===== config.mk =====
export PLATFORM = sky130hd
export DESIGN_NAME = decimal_line_parser
export DESIGN_NICKNAME = d
export VERILOG_FILES = /design/src/rtl/dlp_pkg.sv /design/src/rtl/dlp_apb_regs.sv /design/src/rtl/dlp_parse_core.sv /design/src/rtl/decimal_line_parser.sv
export VERILOG_INCLUDE_DIRS = /design/src /design/src/rtl
export SDC_FILE = /design/constraint.sdc
export NUM_CORES = 1
export LEC_CHECK = 0
export BUFFER_PORTS_ARGS = -buffer_cell sky130_fd_sc_hd__buf_2
export CORE_AREA = 2 2 176 178
export DETAILED_ROUTE_END_ITERATION = 10
export DIE_AREA = 0 0 178 180
export RECOVER_POWER = 50
export SLEW_MARGIN = 15
export SYNTH_ARGS = -nofsm -noshare
export SYNTH_HDL_FRONTEND = slang
export SYNTH_SLANG_ARGS = --single-unit

===== constraint.sdc =====
create_clock -name i_clk -period 7.19 [get_ports i_clk]
set_clock_uncertainty 0.1 [all_clocks]
set_input_delay 1.438 -clock i_clk [delete_from_list [all_inputs] [get_ports i_clk]]
set_output_delay 1.438 -clock i_clk [all_outputs]
set_load 0.1 [all_outputs]

===== src/rtl/assert_macros.svh =====
// Assertion helpers used by decimal_line_parser
`ifndef ASSERT_MACROS_SVH
`define ASSERT_MACROS_SVH

// Clocked check, ignored while reset is asserted
`define DLP_ASSERT(lbl, prop, msg) \
    lbl: assert property (@(posedge i_clk) disable iff (!i_rst_n) prop) else $error(msg);

// Clocked check that also holds during reset
`define DLP_ASSERT_ALWAYS(lbl, prop, msg) \
    lbl: assert property (@(posedge i_clk) prop) else $error(msg);

`endif


===== src/rtl/dlp_pkg.sv =====
package dlp_pkg;

    localparam int MAX_LINE_BYTES = 10;
    localparam int LINE_CNT_W     = $clog2(MAX_LINE_BYTES + 1);

    localparam int CHAR_W  = 8;
    localparam int VALUE_W = 31;
    localparam int APB_DATA_W = 32;
    localparam int APB_ADDR_W = 3;

    localparam logic [CHAR_W-1:0] CODE_NEWLINE = 8'd10;
    localparam logic [CHAR_W-1:0] CODE_SPACE   = 8'd32;
    localparam logic [CHAR_W-1:0] CODE_ZERO    = 8'd48;
    localparam logic [CHAR_W-1:0] CODE_NINE    = 8'd57;

    localparam logic [VALUE_W-1:0] MAX_VALUE_RST = {VALUE_W{1'b1}};

    // register word indexes
    localparam logic [APB_ADDR_W-3:0] REG_MAX_VALUE = '0;

    typedef enum logic [1:0] {
        PH_LEAD   = 2'd0,
        PH_DIGITS = 2'd1,
        PH_TRAIL  = 2'd2
    } t_phase;

    typedef enum logic [1:0] {
        ST_OK    = 2'd0,
        ST_PARSE = 2'd1,
        ST_READ  = 2'd2
    } t_status;

    typedef struct packed {
        logic [VALUE_W-1:0] value;
        t_status            status;
    } t_result;

endpackage


===== src/rtl/dlp_apb_regs.sv =====
module dlp_apb_regs (
    input  logic                             i_clk,
    input  logic                             i_rst_n,
    input  logic                             psel,
    input  logic                             penable,
    input  logic                             pwrite,
    input  logic [dlp_pkg::APB_ADDR_W-1:0]   paddr,
    input  logic [dlp_pkg::APB_DATA_W-1:0]   pwdata,
    output logic [dlp_pkg::APB_DATA_W-1:0]   prdata,
    output logic                             pready,
    output logic [dlp_pkg::VALUE_W-1:0]      o_max_value
);

    logic [dlp_pkg::VALUE_W-1:0] r_max_value;
    logic                        sel_max;

    assign sel_max = (paddr[dlp_pkg::APB_ADDR_W-1:2] == dlp_pkg::REG_MAX_VALUE);
    assign pready  = 1'b1;

    always_ff @(posedge i_clk) begin
        if (!i_rst_n) begin
            r_max_value <= dlp_pkg::MAX_VALUE_RST;
        end else if (psel && penable && pwrite && pready && sel_max) begin
            r_max_value <= pwdata[dlp_pkg::VALUE_W-1:0];
        end
    end

    always_comb begin
        prdata = '0;
        if (sel_max) begin
            prdata = dlp_pkg::APB_DATA_W'(r_max_value);
        end
    end

    assign o_max_value = r_max_value;

endmodule


===== src/rtl/dlp_parse_core.sv =====
module dlp_parse_core (
    input  logic                          i_clk,
    input  logic                          i_rst_n,
    input  logic                          i_take,
    input  logic [dlp_pkg::CHAR_W-1:0]    i_char,
    input  logic                          i_eoi,
    input  logic [dlp_pkg::VALUE_W-1:0]   i_max_value,
    output logic                          o_line_end,
    output dlp_pkg::t_result              o_result
);

    localparam int CNT_W  = dlp_pkg::LINE_CNT_W;
    localparam int WIDE_W = dlp_pkg::VALUE_W + 4;

    dlp_pkg::t_phase             r_phase, n_phase;
    logic [CNT_W-1:0]            r_cnt, n_cnt;
    logic [dlp_pkg::VALUE_W-1:0] r_acc, n_acc;
    logic                        r_err, n_err;
    logic                        r_saw, n_saw;

    logic                        is_end;
    logic                        is_digit;
    logic [WIDE_W-1:0]           acc_wide;
    logic [WIDE_W-1:0]           acc_next;

    assign is_end   = i_eoi || (i_char == dlp_pkg::CODE_NEWLINE);
    assign is_digit = (i_char >= dlp_pkg::CODE_ZERO) && (i_char <= dlp_pkg::CODE_NINE);
    assign acc_wide = WIDE_W'(r_acc);
    // acc * 10 + digit; low nibble of '0'..'9' is the digit value
    assign acc_next = (acc_wide << 3) + (acc_wide << 1) + WIDE_W'(i_char[3:0]);

    always_ff @(posedge i_clk) begin
        if (!i_rst_n) begin
            r_phase <= dlp_pkg::PH_LEAD;
            r_cnt   <= '0;
            r_acc   <= '0;
            r_err   <= 1'b0;
            r_saw   <= 1'b0;
        end else begin
            r_phase <= n_phase;
            r_cnt   <= n_cnt;
            r_acc   <= n_acc;
            r_err   <= n_err;
            r_saw   <= n_saw;
        end
    end

    always_comb begin
        n_phase    = r_phase;
        n_cnt      = r_cnt;
        n_acc      = r_acc;
        n_err      = r_err;
        n_saw      = r_saw;
        o_line_end = 1'b0;
        o_result.value  = '0;
        o_result.status = dlp_pkg::ST_OK;

        if (i_eoi) begin
            o_result.status = dlp_pkg::ST_READ;
        end else if (r_err || !r_saw) begin
            o_result.status = dlp_pkg::ST_PARSE;
        end else begin
            o_result.value = r_acc;
        end

        if (i_take) begin
            if (is_end) begin
                o_line_end = 1'b1;
                n_phase    = dlp_pkg::PH_LEAD;
                n_cnt      = '0;
                n_acc      = '0;
                n_err      = 1'b0;
                n_saw      = 1'b0;
            end else if (r_cnt >= CNT_W'(dlp_pkg::MAX_LINE_BYTES)) begin
                // over-long line: byte is dropped, count saturates
                n_err = 1'b1;
            end else begin
                n_cnt = r_cnt + 1'b1;
                if (i_char <= dlp_pkg::CODE_SPACE) begin
                    if (r_phase == dlp_pkg::PH_DIGITS) begin
                        n_phase = dlp_pkg::PH_TRAIL;
                    end
                end else if (is_digit) begin
                    if (r_phase == dlp_pkg::PH_TRAIL) begin
                        n_err = 1'b1;
                    end else begin
                        n_phase = dlp_pkg::PH_DIGITS;
                        n_saw   = 1'b1;
                        if (!r_err) begin
                            if (acc_next > WIDE_W'(i_max_value)) begin
                                n_err = 1'b1;
                            end else begin
                                n_acc = acc_next[dlp_pkg::VALUE_W-1:0];
                            end
                        end
                    end
                end else begin
                    n_err = 1'b1;
                end
            end
        end
    end

endmodule


===== src/rtl/decimal_line_parser.sv =====
// Path: a byte that ends a line goes into the input register, then its result
// goes into the result register; an output stall can hold it in the input register.
// Throughput: one byte per cycle; set by the combinational x10 accumulate and
// max compare in the parse core. While a result waits on m_axis_tready the
// input register cannot drain, so input stops after one more byte.
// Reset: synchronous, active low; clears parser state and both valid flags.
`include "assert_macros.svh"

module decimal_line_parser (
    input  logic                             i_clk,
    input  logic                             i_rst_n,
    input  logic                             s_axis_tvalid,
    output logic                             s_axis_tready,
    input  logic [7:0]                       s_axis_tdata,  // [7:0] char_code
    input  logic                             s_axis_tuser,  // [0] end_of_input
    output logic                             m_axis_tvalid,
    input  logic                             m_axis_tready,
    output logic [31:0]                      m_axis_tdata,  // [30:0] value, [31] zero
    output logic [1:0]                       m_axis_tuser,  // [1:0] status
    input  logic                             psel,
    input  logic                             penable,
    input  logic                             pwrite,
    input  logic [dlp_pkg::APB_ADDR_W-1:0]   paddr,
    input  logic [dlp_pkg::APB_DATA_W-1:0]   pwdata,
    output logic [dlp_pkg::APB_DATA_W-1:0]   prdata,
    output logic                             pready
);

    logic                        r_in_valid;
    logic [dlp_pkg::CHAR_W-1:0]  r_in_char;
    logic                        r_in_eoi;
    logic                        r_out_valid;
    dlp_pkg::t_result            r_out;

    logic                        take;
    logic                        line_end;
    dlp_pkg::t_result            result;
    logic [dlp_pkg::VALUE_W-1:0] max_value;

    // item in the input register moves on when the result register is free or is being read out
    assign take          = r_in_valid && (!r_out_valid || m_axis_tready);
    assign s_axis_tready = !r_in_valid || take;

    dlp_apb_regs u_regs (
        .i_clk       (i_clk),
        .i_rst_n     (i_rst_n),
        .psel        (psel),
        .penable     (penable),
        .pwrite      (pwrite),
        .paddr       (paddr),
        .pwdata      (pwdata),
        .prdata      (prdata),
        .pready      (pready),
        .o_max_value (max_value)
    );

    dlp_parse_core u_core (
        .i_clk       (i_clk),
        .i_rst_n     (i_rst_n),
        .i_take      (take),
        .i_char      (r_in_char),
        .i_eoi       (r_in_eoi),
        .i_max_value (max_value),
        .o_line_end  (line_end),
        .o_result    (result)
    );

    always_ff @(posedge i_clk) begin
        if (!i_rst_n) begin
            r_in_valid <= 1'b0;
        end else if (s_axis_tready) begin
            r_in_valid <= s_axis_tvalid;
        end
    end

    always_ff @(posedge i_clk) begin
        if (s_axis_tvalid && s_axis_tready) begin
            r_in_char <= s_axis_tdata;
            r_in_eoi  <= s_axis_tuser;
        end
    end

    always_ff @(posedge i_clk) begin
        if (!i_rst_n) begin
            r_out_valid <= 1'b0;
        end else if (take && line_end) begin
            r_out_valid <= 1'b1;
        end else if (m_axis_tready) begin
            r_out_valid <= 1'b0;
        end
    end

    always_ff @(posedge i_clk) begin
        if (take && line_end) begin
            r_out <= result;
        end
    end

    assign m_axis_tvalid = r_out_valid;
    assign m_axis_tdata  = 32'(r_out.value);
    assign m_axis_tuser  = r_out.status;

    `DLP_ASSERT(a_ok_within_max, r_out_valid && r_out.status == dlp_pkg::ST_OK |-> r_out.value <= max_value, "ok result above max_value")
    `DLP_ASSERT(a_err_value_zero, r_out_valid && r_out.status != dlp_pkg::ST_OK |-> r_out.value == '0, "error result with non-zero value")
    `DLP_ASSERT(a_stall_holds_input, r_in_valid && r_out_valid && !m_axis_tready |=> r_in_valid && $stable(r_in_char) && $stable(r_in_eoi), "input item lost during output stall")
    `DLP_ASSERT_ALWAYS(a_ready_when_empty, !r_in_valid |-> s_axis_tready, "input not ready with empty input register")

endmodule

==> impl_metrics.py, run 1 <==
metrics = {
    "worst_setup_path": {
        "ff2ff_path_depth": 20,
        "crit_path_top_delay_cell": "o221a_4",
        "cp_data_required_time_ps": 7360,
        "critPathKind": "register to register",
        "cp.arrival_ps": 6720,
        "critPathMaxStageDelay_ps": 570,
        "cp_max_fo": 30,
        "worstSetupPathDepth": 20,
        "cp_num_buf_inv": 1,
        "critPathMostFrequentCell": "fa_1",
        "path_cells": "fa_1 > fa_1 > a211oi_1 > o21ai_0 > a221oi_2 > o21bai_1 > a21o_2 > a21o_1 > xnor2_1 > inv_1 > ha_1 > nand4_1 > or4_1 > nor3_1 > nor2_1 > o31ai_1 > o2111ai_1 > a2111oi_4 > o221a_4 > o22ai_1",
        "r2r_slack_ps": 640,
        "crit_path_end_kind": "register",
        "start_kind": "register",
        "cp_top_family": "compound AO/OA/AOI/OAI gates",
        "r2r_end": "u_core.r_acc[24]",
        "timing.rr.start": "r_in_char[3]",
    },
    "placement": {
        "dpl_worst_slack_ps": 653.5,
        "place_hpwl_um": 15290,
        "place_congestion": 0.9140,
        "dpl-instance-area_um2": 8319,
        "port_buffers": 113,
        "post-place-cells": 1307,
    },
    "logic_synthesis": {
        "synth-seq-cells": 114,
        "syn_area_per_cell_um2": 8.973,
        "synthTopCellsByArea": "dfxtp_1, edfxtp_1, ha_1, inv_1, nand2_1",
        "synth_seq_area_share_pct": 36.33,
        "synth_commonest_cells": "inv_1, ha_1, dfxtp_1, nand2_1, nor2_1",
        "ys.flop_type": "dfxtp_1",
        "synthArstFlopShare_pct": 0,
        "syn_area_um2": 7438,
        "netlist_instances": 829,
        "yosys_warnings": 0,
        "synth_edf_count": 42,
        "yosysMostFrequentCell": "inv_1",
        "netlist.top_cell.by_area": "dfxtp_1",
        "synth_top_area_share_pct": 19.38,
        "ys_types": 66,
    },
    "cells_and_area": {
        "num_antenna_cells": 0,
        "stdcell_area_um2": 8851,
        "finalNonFillerCells": 1339,
        "drive_above_1_share_pct": 14.74,
        "fin_nets": 1077,
        "syn_to_final_growth_pct": 18.99,
        "n_fill_cell": 3249,
        "final_util_pct": 29.32,
    },
    "sta": {
        "tightestPinTransition_ps": 3119,
        "fin_tns_setup_ps": 0,
        "max_freq_mhz": 152.8,
        "rsz0062_at_grt": "false",
        "fin_ws_ps": 644.1,
        "slew_violations": 69,
        "fin_crit_sh_pct": 91.04,
        "min_period_ps": 6546,
        "relSlewSlack_pct": -108.4,
        "hold_viol_final": 0,
        "setup_viol": 0,
        "holdWs_ps": 391.7,
    },
    "power": {
        "intPower_mw": 1.251,
        "p_sw_mw": 0.4795,
        "p_leak_nw": 4.233,
        "power.total_mw": 1.730,
        "switching_share_pct": 27.71,
        "pwr-share-comb_pct": 12.4,
        "power_density_nw_per_um2": 195.5,
        "p_seq_share_pct": 39.8,
        "p_clk_share_pct": 47.7,
        "irDropWorstVdd_uv": 162.7,
    },
    "global_route": {
        "grt_max_degree": 63,
        "grt_pass1_vias": 5836,
        "grt_antenna_before_repair": 0,
        "grt_usage_pct": 12.63,
        "grt-ovfl-total": 0,
        "grt_pass1_wl_um": 31560,
    },
    "clocking": {
        "clkSinkCount": 114,
        "postCtsHoldBufs": 0,
        "cts_root_buf": "clkbuf_16",
        "cts_tree": "yes",
        "cts_max_level": 4,
        "clk_latency_ps": 420,
        "post_cts_buffers": 0,
        "cts_buffer_depth": 2,
        "path_clk_slew_ps": 50,
        "cts_made_buffers": 17,
        "ctsResizeCount": 0,
    },
    "detailed_routing": {
        "ant_nets": 0,
        "drtIter0Drc": 344,
        "viasPerCell": 4.520,
        "top_layer": "met4",
        "first_pass_iters": 4,
        "met2_length_um": 8740,
        "wire_per_inst_um": 14.84,
        "vias": 6052,
        "dr_wl_met3_um": 1222,
        "drcViolationCount": 0,
        "drt_wl_total_um": 19880,
        "wl_met1_um": 9578,
    },
    "floorplanning": {
        "start_util_pct": 24.64,
        "ios": 120,
        "die_h_um": 180,
        "die_w_um": 178,
        "rows": 64,
        "core_area_um2": 30190,
        "die_area_um2": 32040,
    },
    "worst_hold_path": {
        "min_path_cells": 2,
        "whs_endpoint": "u_core.r_cnt[3]",
        "hp-start": "u_core.r_cnt[3]",
        "hp-class": "register to register",
    },
    "status": {
        "violations": "max-capacitance violations, max-slew violations",
        "status": "finished with violations",
    },
    "flow_run": {
        "cap_violations": 2,
    },
}
## cells by family (layout without fill, tap and decap cells)
family / Yosys count / count (layout) / synth area share (%)
flops: 114 / 114 / 36.33
compound gates: 204 / 204 / 19.48
other cells: 2 / 3 / 0.1010
xor+xnor: 27 / 27 / 3.179
fa+ha+maj: 96 / 96 / 16.35
buf+inv: 139 / 252 / 8.192
simple gates: 246 / 246 / 16.22
mux: 1 / 1 / 0.1514
## worst min-delay path, cell delays in order, from the launching register on
cell and delay (ps):
dfxtp_1 340, a41oi_1 50, nor2_1 70
## power by group through the flow
stage	Combinational [mW]	Clock [mW]	Sequential, mW
2_1_floorplan	0.144	0	0.735
3_3_place_gp	0.217	0	0.703
3_5_place_dp	0.218	0	0.703
4_1_cts	0.219	0.848	0.690
5_1_grt	0.227	0.875	0.691
6_report	0.215	0.826	0.689
## state kept, by name, indices dropped and copies added (netlist names), 2 cells and up
| name | flops |
|---|---|
| m_axis_tdata | 31 |
| u_core.r_acc | 31 |
| u_regs.o_max_value | 31 |
| r_in_char | 8 |
| u_core.r_cnt | 4 |
| m_axis_tuser | 2 |
| u_core.r_phase | 2 |
## area by class of cell
| type | count | area, um^2 | area share, % |
|---|---|---|---|
| Tap cell | 396 | 495.5 | 5.598 |
| Inverter | 104 | 390.4 | 4.411 |
| Sequential cell | 114 | 2703 | 30.53 |
| Multi-Input combinational cell | 577 | 4131 | 46.68 |
| Clock inverter | 9 | 75.07 | 0.8482 |
| Clock buffer | 23 | 511.7 | 5.782 |
| Timing Repair Buffer | 116 | 544.3 | 6.149 |
## how the worst max path moves through the flow
stage            startpoint                to  slack [ps]
2_1_floorplan  r_in_char[3]  u_core.r_acc[18]        1720
3_3_place_gp   r_in_char[3]  u_core.r_acc[22]         760
6_report       r_in_char[3]  u_core.r_acc[24]         640
3_5_place_dp   r_in_char[3]  u_core.r_acc[11]         650
4_1_cts        r_in_char[3]  u_core.r_acc[11]         630
5_1_grt        r_in_char[3]  u_core.r_acc[24]         240
## routing by layer
metal,GRT usage [%],up-vias
met5,0,-
li1,-,3126
met4,4.295,0
met3,2.517,22
met2,19.33,160
met1,17.60,2744
## cells in the final DEF (no fill, tap or decap), types with 4 or more instances in the layout
cell type,netlist,routed
inv_1,104,104
ha_1,94,94
buf_2,0,78
nand2_1,72,72
dfxtp_1,72,72
nor2_1,64,64
a21oi_1,45,45
edfxtp_1,42,42
clkbuf_1,22,38
o211ai_1,36,36
and2_0,0,32
o21ai_0,30,30
o22ai_1,21,21
clkbuf_16,0,20
a21o_1,16,16
nand3_1,15,15
xor2_1,14,14
xnor2_1,13,13
nor3_1,11,11
nand4_1,11,11
o22ai_2,10,10
a31oi_1,8,8
clkinv_2,0,6
nor2b_1,5,5
a211oi_1,5,5
or3_1,5,5
o21bai_1,5,5
or2_2,4,4
o31ai_1,4,4
and3_1,4,4
nand2b_1,4,4
Note: power is estimated with default switching activity, not from simulation.
==> inputs of run 2 (changes only) <==
--- a/config.mk
+++ b/config.mk
@@ -8,7 +8,7 @@
 export LEC_CHECK = 0
 export BUFFER_PORTS_ARGS = -buffer_cell sky130_fd_sc_hd__buf_2
-export CORE_AREA = 2 2 176 178
+export CORE_AREA = 2 2 149 151
 export DETAILED_ROUTE_END_ITERATION = 10
-export DIE_AREA = 0 0 178 180
+export DIE_AREA = 0 0 151 153
 export RECOVER_POWER = 50
 export SLEW_MARGIN = 15
==> constraint.sdc (replaced) <==
create_clock -name i_clk -period 8.5 [get_ports i_clk]
set_clock_uncertainty 0.1 [all_clocks]
set_input_delay 1.7 -clock i_clk [delete_from_list [all_inputs] [get_ports i_clk]]
set_output_delay 1.7 -clock i_clk [all_outputs]
set_load 0.05 [all_outputs]
==> run 2 against run 1 <==
Effect of this change: the run still ends with max-capacitance violations, max-slew violations left; largest cell class unchanged; non-clock buffer count is 2 lower; global-route usage is 3.4 points higher; clock power is 12% lower; core utilization is 11 points higher; first-iteration DRC count is 13% higher.
==> impl_metrics.py, run 2 (synthesis gave the netlist of run 1 again) <==
metrics = {
    "status": {
        "status": "finished with violations",
        "violations": "max-capacitance violations, max-slew violations",
    },
    "sta": {
        "fin_tns_setup_ps": 0,
        "holdWs_ps": 379.5,
        "tightestPinTransition_ps": 2072,
        "rsz0062_at_grt": "false",
        "min_period_ps": 6685,
        "fin_ws_ps": 1815,
        "fin_crit_sh_pct": 78.64,
        "slew_violations": 100,
        "max_freq_mhz": 149.6,
        "relSlewSlack_pct": -38.21,
        "setup_viol": 0,
        "hold_viol_final": 0,
    },
    "clocking": {
        "cts_tree": "yes",
        "cts_root_buf": "clkbuf_16",
        "clk_latency_ps": 420,
        "postCtsHoldBufs": 0,
        "cts_made_buffers": 17,
        "path_clk_slew_ps": 60,
        "cts_buffer_depth": 2,
        "cts_max_level": 4,
        "post_cts_buffers": 0,
        "ctsResizeCount": 0,
        "clkSinkCount": 114,
    },
    "worst_setup_path": {
        "cp_top_family": "compound AO/OA/AOI/OAI gates",
        "cp_max_fo": 31,
        "crit_path_end_kind": "register",
        "r2r_slack_ps": 1820,
        "r2r_end": "u_core.r_acc[30]",
        "critPathMostFrequentCell": "fa_1",
        "cp_num_buf_inv": 1,
        "start_kind": "register",
        "cp.arrival_ps": 6910,
        "ff2ff_path_depth": 20,
        "cp_data_required_time_ps": 8720,
        "timing.rr.start": "r_in_char[3]",
        "path_cells": "fa_1 > fa_1 > a211oi_1 > o21ai_0 > a221oi_2 > o21bai_1 > a21o_2 > a21o_1 > xnor2_1 > inv_1 > ha_1 > nand4_1 > or4_1 > nor3_1 > nor2_1 > o31ai_1 > o2111ai_1 > a2111oi_4 > nand4_4 > o22ai_1",
        "critPathMaxStageDelay_ps": 560,
        "crit_path_top_delay_cell": "fa_1",
        "critPathKind": "register to register",
    },
    "worst_hold_path": {
        "hp-start": "u_core.r_cnt[3]",
        "hp-class": "register to register",
        "min_path_cells": 2,
        "whs_endpoint": "u_core.r_cnt[3]",
    },
    "detailed_routing": {
        "ant_nets": 0,
        "drt_wl_total_um": 17900,
        "viasPerCell": 4.964,
        "vias": 6061,
        "drtIter0Drc": 390,
        "wire_per_inst_um": 14.66,
        "first_pass_iters": 6,
        "drcViolationCount": 0,
    },
    "power": {
        "irDropWorstVdd_uv": 145.4,
        "p_leak_nw": 4.226,
        "power_density_nw_per_um2": 164.8,
        "power.total_mw": 1.434,
    },
    "floorplanning": {
        "ios": 120,
        "core_area_um2": 21490,
        "rows": 54,
        "die_w_um": 151,
        "die_h_um": 153,
        "die_area_um2": 23100,
        "start_util_pct": 34.62,
    },
    "global_route": {
        "grt-ovfl-total": 0,
        "grt_max_degree": 63,
        "grt_pass1_vias": 5742,
        "grt_pass1_wl_um": 29270,
        "grt_antenna_before_repair": 0,
        "grt_usage_pct": 16.03,
    },
    "cells_and_area": {
        "drive_above_1_share_pct": 14.35,
        "layout_commonest_cell": "inv_1",
        "finalNonFillerCells": 1221,
        "final_cell_mix": "inv_1, ha_1, buf_2",
        "n_fill_cell": 2206,
        "final_util_pct": 40.50,
        "regArea_um2": 2703,
        "stdcell_area_um2": 8701,
        "multi_input_area_um2": 4131,
        "syn_to_final_growth_pct": 16.97,
        "num_antenna_cells": 0,
        "fin_nets": 1075,
    },
    "placement": {
        "port_buffers": 113,
        "post-place-cells": 1189,
        "place_hpwl_um": 13590,
        "dpl_worst_slack_ps": 1904,
        "place_congestion": 0.8807,
        "dpl-instance-area_um2": 8154,
    },
    "flow_run": {
        "cap_violations": 3,
    },
}
run 2: cell count changes in the layout (fill, tap and decap cells not counted), moves of 2 or more:
| cell | previous run | this run |
|---|---|---|
| clkinv_2 | 6 | 2 |
| bufinv_16 | 1 | 3 |
| clkinvlp_4 | 2 | 4 |
| clkbuf_16 | 20 | 17 |
| buf_4 | 3 | 0 |
| and2_0 | 32 | 17 |
| clkinv_4 | 0 | 3 |
| buf_2 | 78 | 76 |
| and2_1 | 3 | 17 |
| clkinv_1 | 0 | 2 |
run 2: worst max-delay path by stage:
stage	to	slack (ps)	start	cells past startpoint
global route	u_core.r_acc[30]	1300	r_in_char[3]	20
floorplan	u_core.r_acc[18]	3030	r_in_char[3]	21
finish	u_core.r_acc[30]	1820	r_in_char[3]	20
CTS	u_core.r_acc[30]	1860	r_in_char[3]	20
detailed placement	u_core.r_acc[30]	1900	r_in_char[3]	20
global placement	u_core.r_acc[30]	2000	r_in_char[3]	20
run 2: cell type report:
class | count | area share, %
clock buffers | 18 | 5.047
clock inverters | 14 | 1.884
inverters | 104 | 4.487
multi-input cells | 577 | 47.48
flip-flops and latches | 114 | 31.06
well taps | 280 | 4.026
repair buffers | 114 | 6.011
run 2: worst register-to-register path, delay by kind of cell (launching register included):
| family | cells | cell delay, ps |
|---|---|---|
| buffers and inverters | 1 | 120 |
| AND/OR/NAND/NOR | 5 | 1570 |
| adder cells (fa/ha/maj) | 3 | 1390 |
| AO/OA/AOI/OAI | 10 | 2720 |
| XOR/XNOR | 1 | 210 |
| flip-flops | 1 | 480 |
run 2: power by group:
part | internal, mW | total [mW] | switching [mW]
sequential | 0.578 | 0.583 | 0.00528
combinational | 0.0298 | 0.124 | 0.0945
clock | 0.465 | 0.727 | 0.261
total | 1.07 | 1.43 | 0.361
run 2: metal layers:
metal / up-vias / part of all wire (%) / track usage (%) / wire length, um
li1: 3129 / - / - / -
met1: 2759 / 51 / 23.14 / 9138
met2: 148 / 43 / 23.64 / 7609
met3: 25 / 5.0 / 3.612 / 897
met4: 0 / 1.4 / 5.118 / 257
met5: - / 0 / 0 / 0
==> inputs of run 3 (changes only) <==
clock period = 7 ns   (was 8.5 ns; I/O delays follow)
==> run 3 against run 2 <==
Effect of this change: the run still ends with max-capacitance violations, max-slew violations left; clock power rose by 30%; first-iteration DRC count grew 25%; total power rose by 26%; global-route usage up 0.21 points; sequential power is 21% higher; fmax up 1.8%; die area is the same; routed wire length rose by 0.77%; setup slack got worse by 1400 ps; critical path type unchanged; critical endpoint is now u_core.r_acc[6]; largest cell class unchanged; largest power group unchanged; highest routed layer unchanged.
==> impl_metrics.py, run 3 (synthesis gave the netlist of run 1 again) <==
metrics = {
    "cells_and_area": {
        "num_antenna_cells": 0,
        "stdcell_area_um2": 8751,
        "syn_to_final_growth_pct": 17.65,
        "final_util_pct": 40.73,
        "final_cell_mix": "inv_1, ha_1, buf_2",
        "layout_commonest_cell": "inv_1",
        "drive_above_1_share_pct": 14.44,
        "n_fill_cell": 2206,
        "fin_nets": 1076,
    },
    "floorplanning": {
        "core_area_um2": 21490,
        "rows": 54,
        "die_w_um": 151,
        "die_h_um": 153,
        "start_util_pct": 34.62,
        "die_area_um2": 23100,
        "ios": 120,
    },
    "global_route": {
        "grt-ovfl-total": 0,
        "grt_pass1_vias": 5779,
        "grt_antenna_before_repair": 0,
        "grt_usage_pct": 16.24,
        "grt_pass1_wl_um": 29370,
        "grt_max_degree": 63,
    },
    "clocking": {
        "cts_max_level": 4,
        "cts_root_buf": "clkbuf_16",
        "path_clk_slew_ps": 50,
        "clkSinkCount": 114,
        "postCtsHoldBufs": 0,
        "cts_tree": "yes",
        "clk_latency_ps": 420,
        "cts_made_buffers": 17,
        "post_cts_buffers": 0,
        "ctsResizeCount": 0,
        "cts_buffer_depth": 2,
    },
    "worst_setup_path": {
        "cp.arrival_ps": 6810,
        "start_kind": "register",
        "critPathKind": "register to register",
        "cp_data_required_time_ps": 7240,
        "cp_max_fo": 19,
        "crit_path_end_kind": "register",
        "ff2ff_path_depth": 21,
    },
    "sta": {
        "min_period_ps": 6564,
        "fin_crit_sh_pct": 93.78,
        "holdWs_ps": 384.8,
        "max_freq_mhz": 152.3,
        "tightestPinTransition_ps": 2047,
        "hold_viol_final": 0,
        "setup_viol": 0,
        "rsz0062_at_grt": "false",
        "relSlewSlack_pct": -36.57,
        "fin_tns_setup_ps": 0,
        "slew_violations": 63,
    },
    "detailed_routing": {
        "drcViolationCount": 0,
        "wire_per_inst_um": 14.76,
        "drtIter0Drc": 488,
        "viasPerCell": 4.925,
        "ant_nets": 0,
        "drt_wl_total_um": 18040,
        "first_pass_iters": 5,
        "vias": 6018,
    },
    "flow_run": {
        "cap_violations": 1,
    },
    "worst_hold_path": {
        "min_path_cells": 2,
        "hp-class": "register to register",
    },
    "power": {
        "p_leak_nw": 4.260,
        "power.total_mw": 1.805,
        "irDropWorstVdd_uv": 168.5,
        "power_density_nw_per_um2": 206.3,
    },
    "placement": {
        "dpl-instance-area_um2": 8162,
        "place_congestion": 0.8878,
        "port_buffers": 113,
        "place_hpwl_um": 13610,
    },
    "status": {
        "status": "finished with violations",
        "violations": "max-capacitance violations, max-slew violations",
    },
}
-- run 3: path summary, 6_finish.rpt --
check | start | end | slack, ps
worst max register to register | r_in_char[3] | u_core.r_acc[6] | 440
worst min register to register | u_core.r_cnt[3] | u_core.r_cnt[3] | 380
worst min-delay path | u_core.r_cnt[3] | u_core.r_cnt[3] | 380
worst max-delay path | r_in_char[3] | u_core.r_acc[6] | 440
-- run 3: power by group --
| group | switching, mW | internal [mW] |
|---|---|---|
| Sequential | 0.00620 | 0.702 |
| Combinational | 0.115 | 0.0363 |
| Clock | 0.302 | 0.644 |
| Total | 0.423 | 1.38 |
-- run 3: stage by stage --
step	setup WS, ps	cells
final	435.5	1222
after global routing	53.05	1222
after CTS	491.3	1222
after detailed placement	535.1	1190
after global placement	611.9	1190
after floorplan	1529	830
-- run 3: per-layer routing --
layer | GRT usage, % | up-vias | routed length, um
met5 | 0 | - | 0
met4 | 5.474 | 0 | 318
met3 | 4.627 | 22 | 995
met2 | 23.90 | 160 | 7649
met1 | 22.77 | 2703 | 9076
li1 | - | 3133 | -
-- run 3: area by class of cell --
type | instances | area (um^2) | share of cell area, %
multi-input cells | 577 | 4131 | 47.21
flip-flops and latches | 114 | 2703 | 30.88
repair buffers | 115 | 533.0 | 6.091
clock buffers | 20 | 456.7 | 5.219
inverters | 104 | 390.4 | 4.461
well taps | 280 | 350.3 | 4.003
clock inverters | 12 | 186.4 | 2.130
-- run 3: worst max-delay path: stages, from the launching register on --
cell and delay (ps):
edfxtp_1 460, fa_1 550, fa_1 490, a211oi_1 350, o21ai_0 230, a221oi_2 450
o21bai_1 220, a21o_2 250, a21o_1 180, xnor2_1 190, inv_1 130, ha_1 340
nand4_1 180, or4_1 550, nor3_1 200, nor2_1 80, nor2_1 90, o2111ai_1 190
a2111oi_4 370, nand4_4 330, buf_4 370, o22ai_1 160
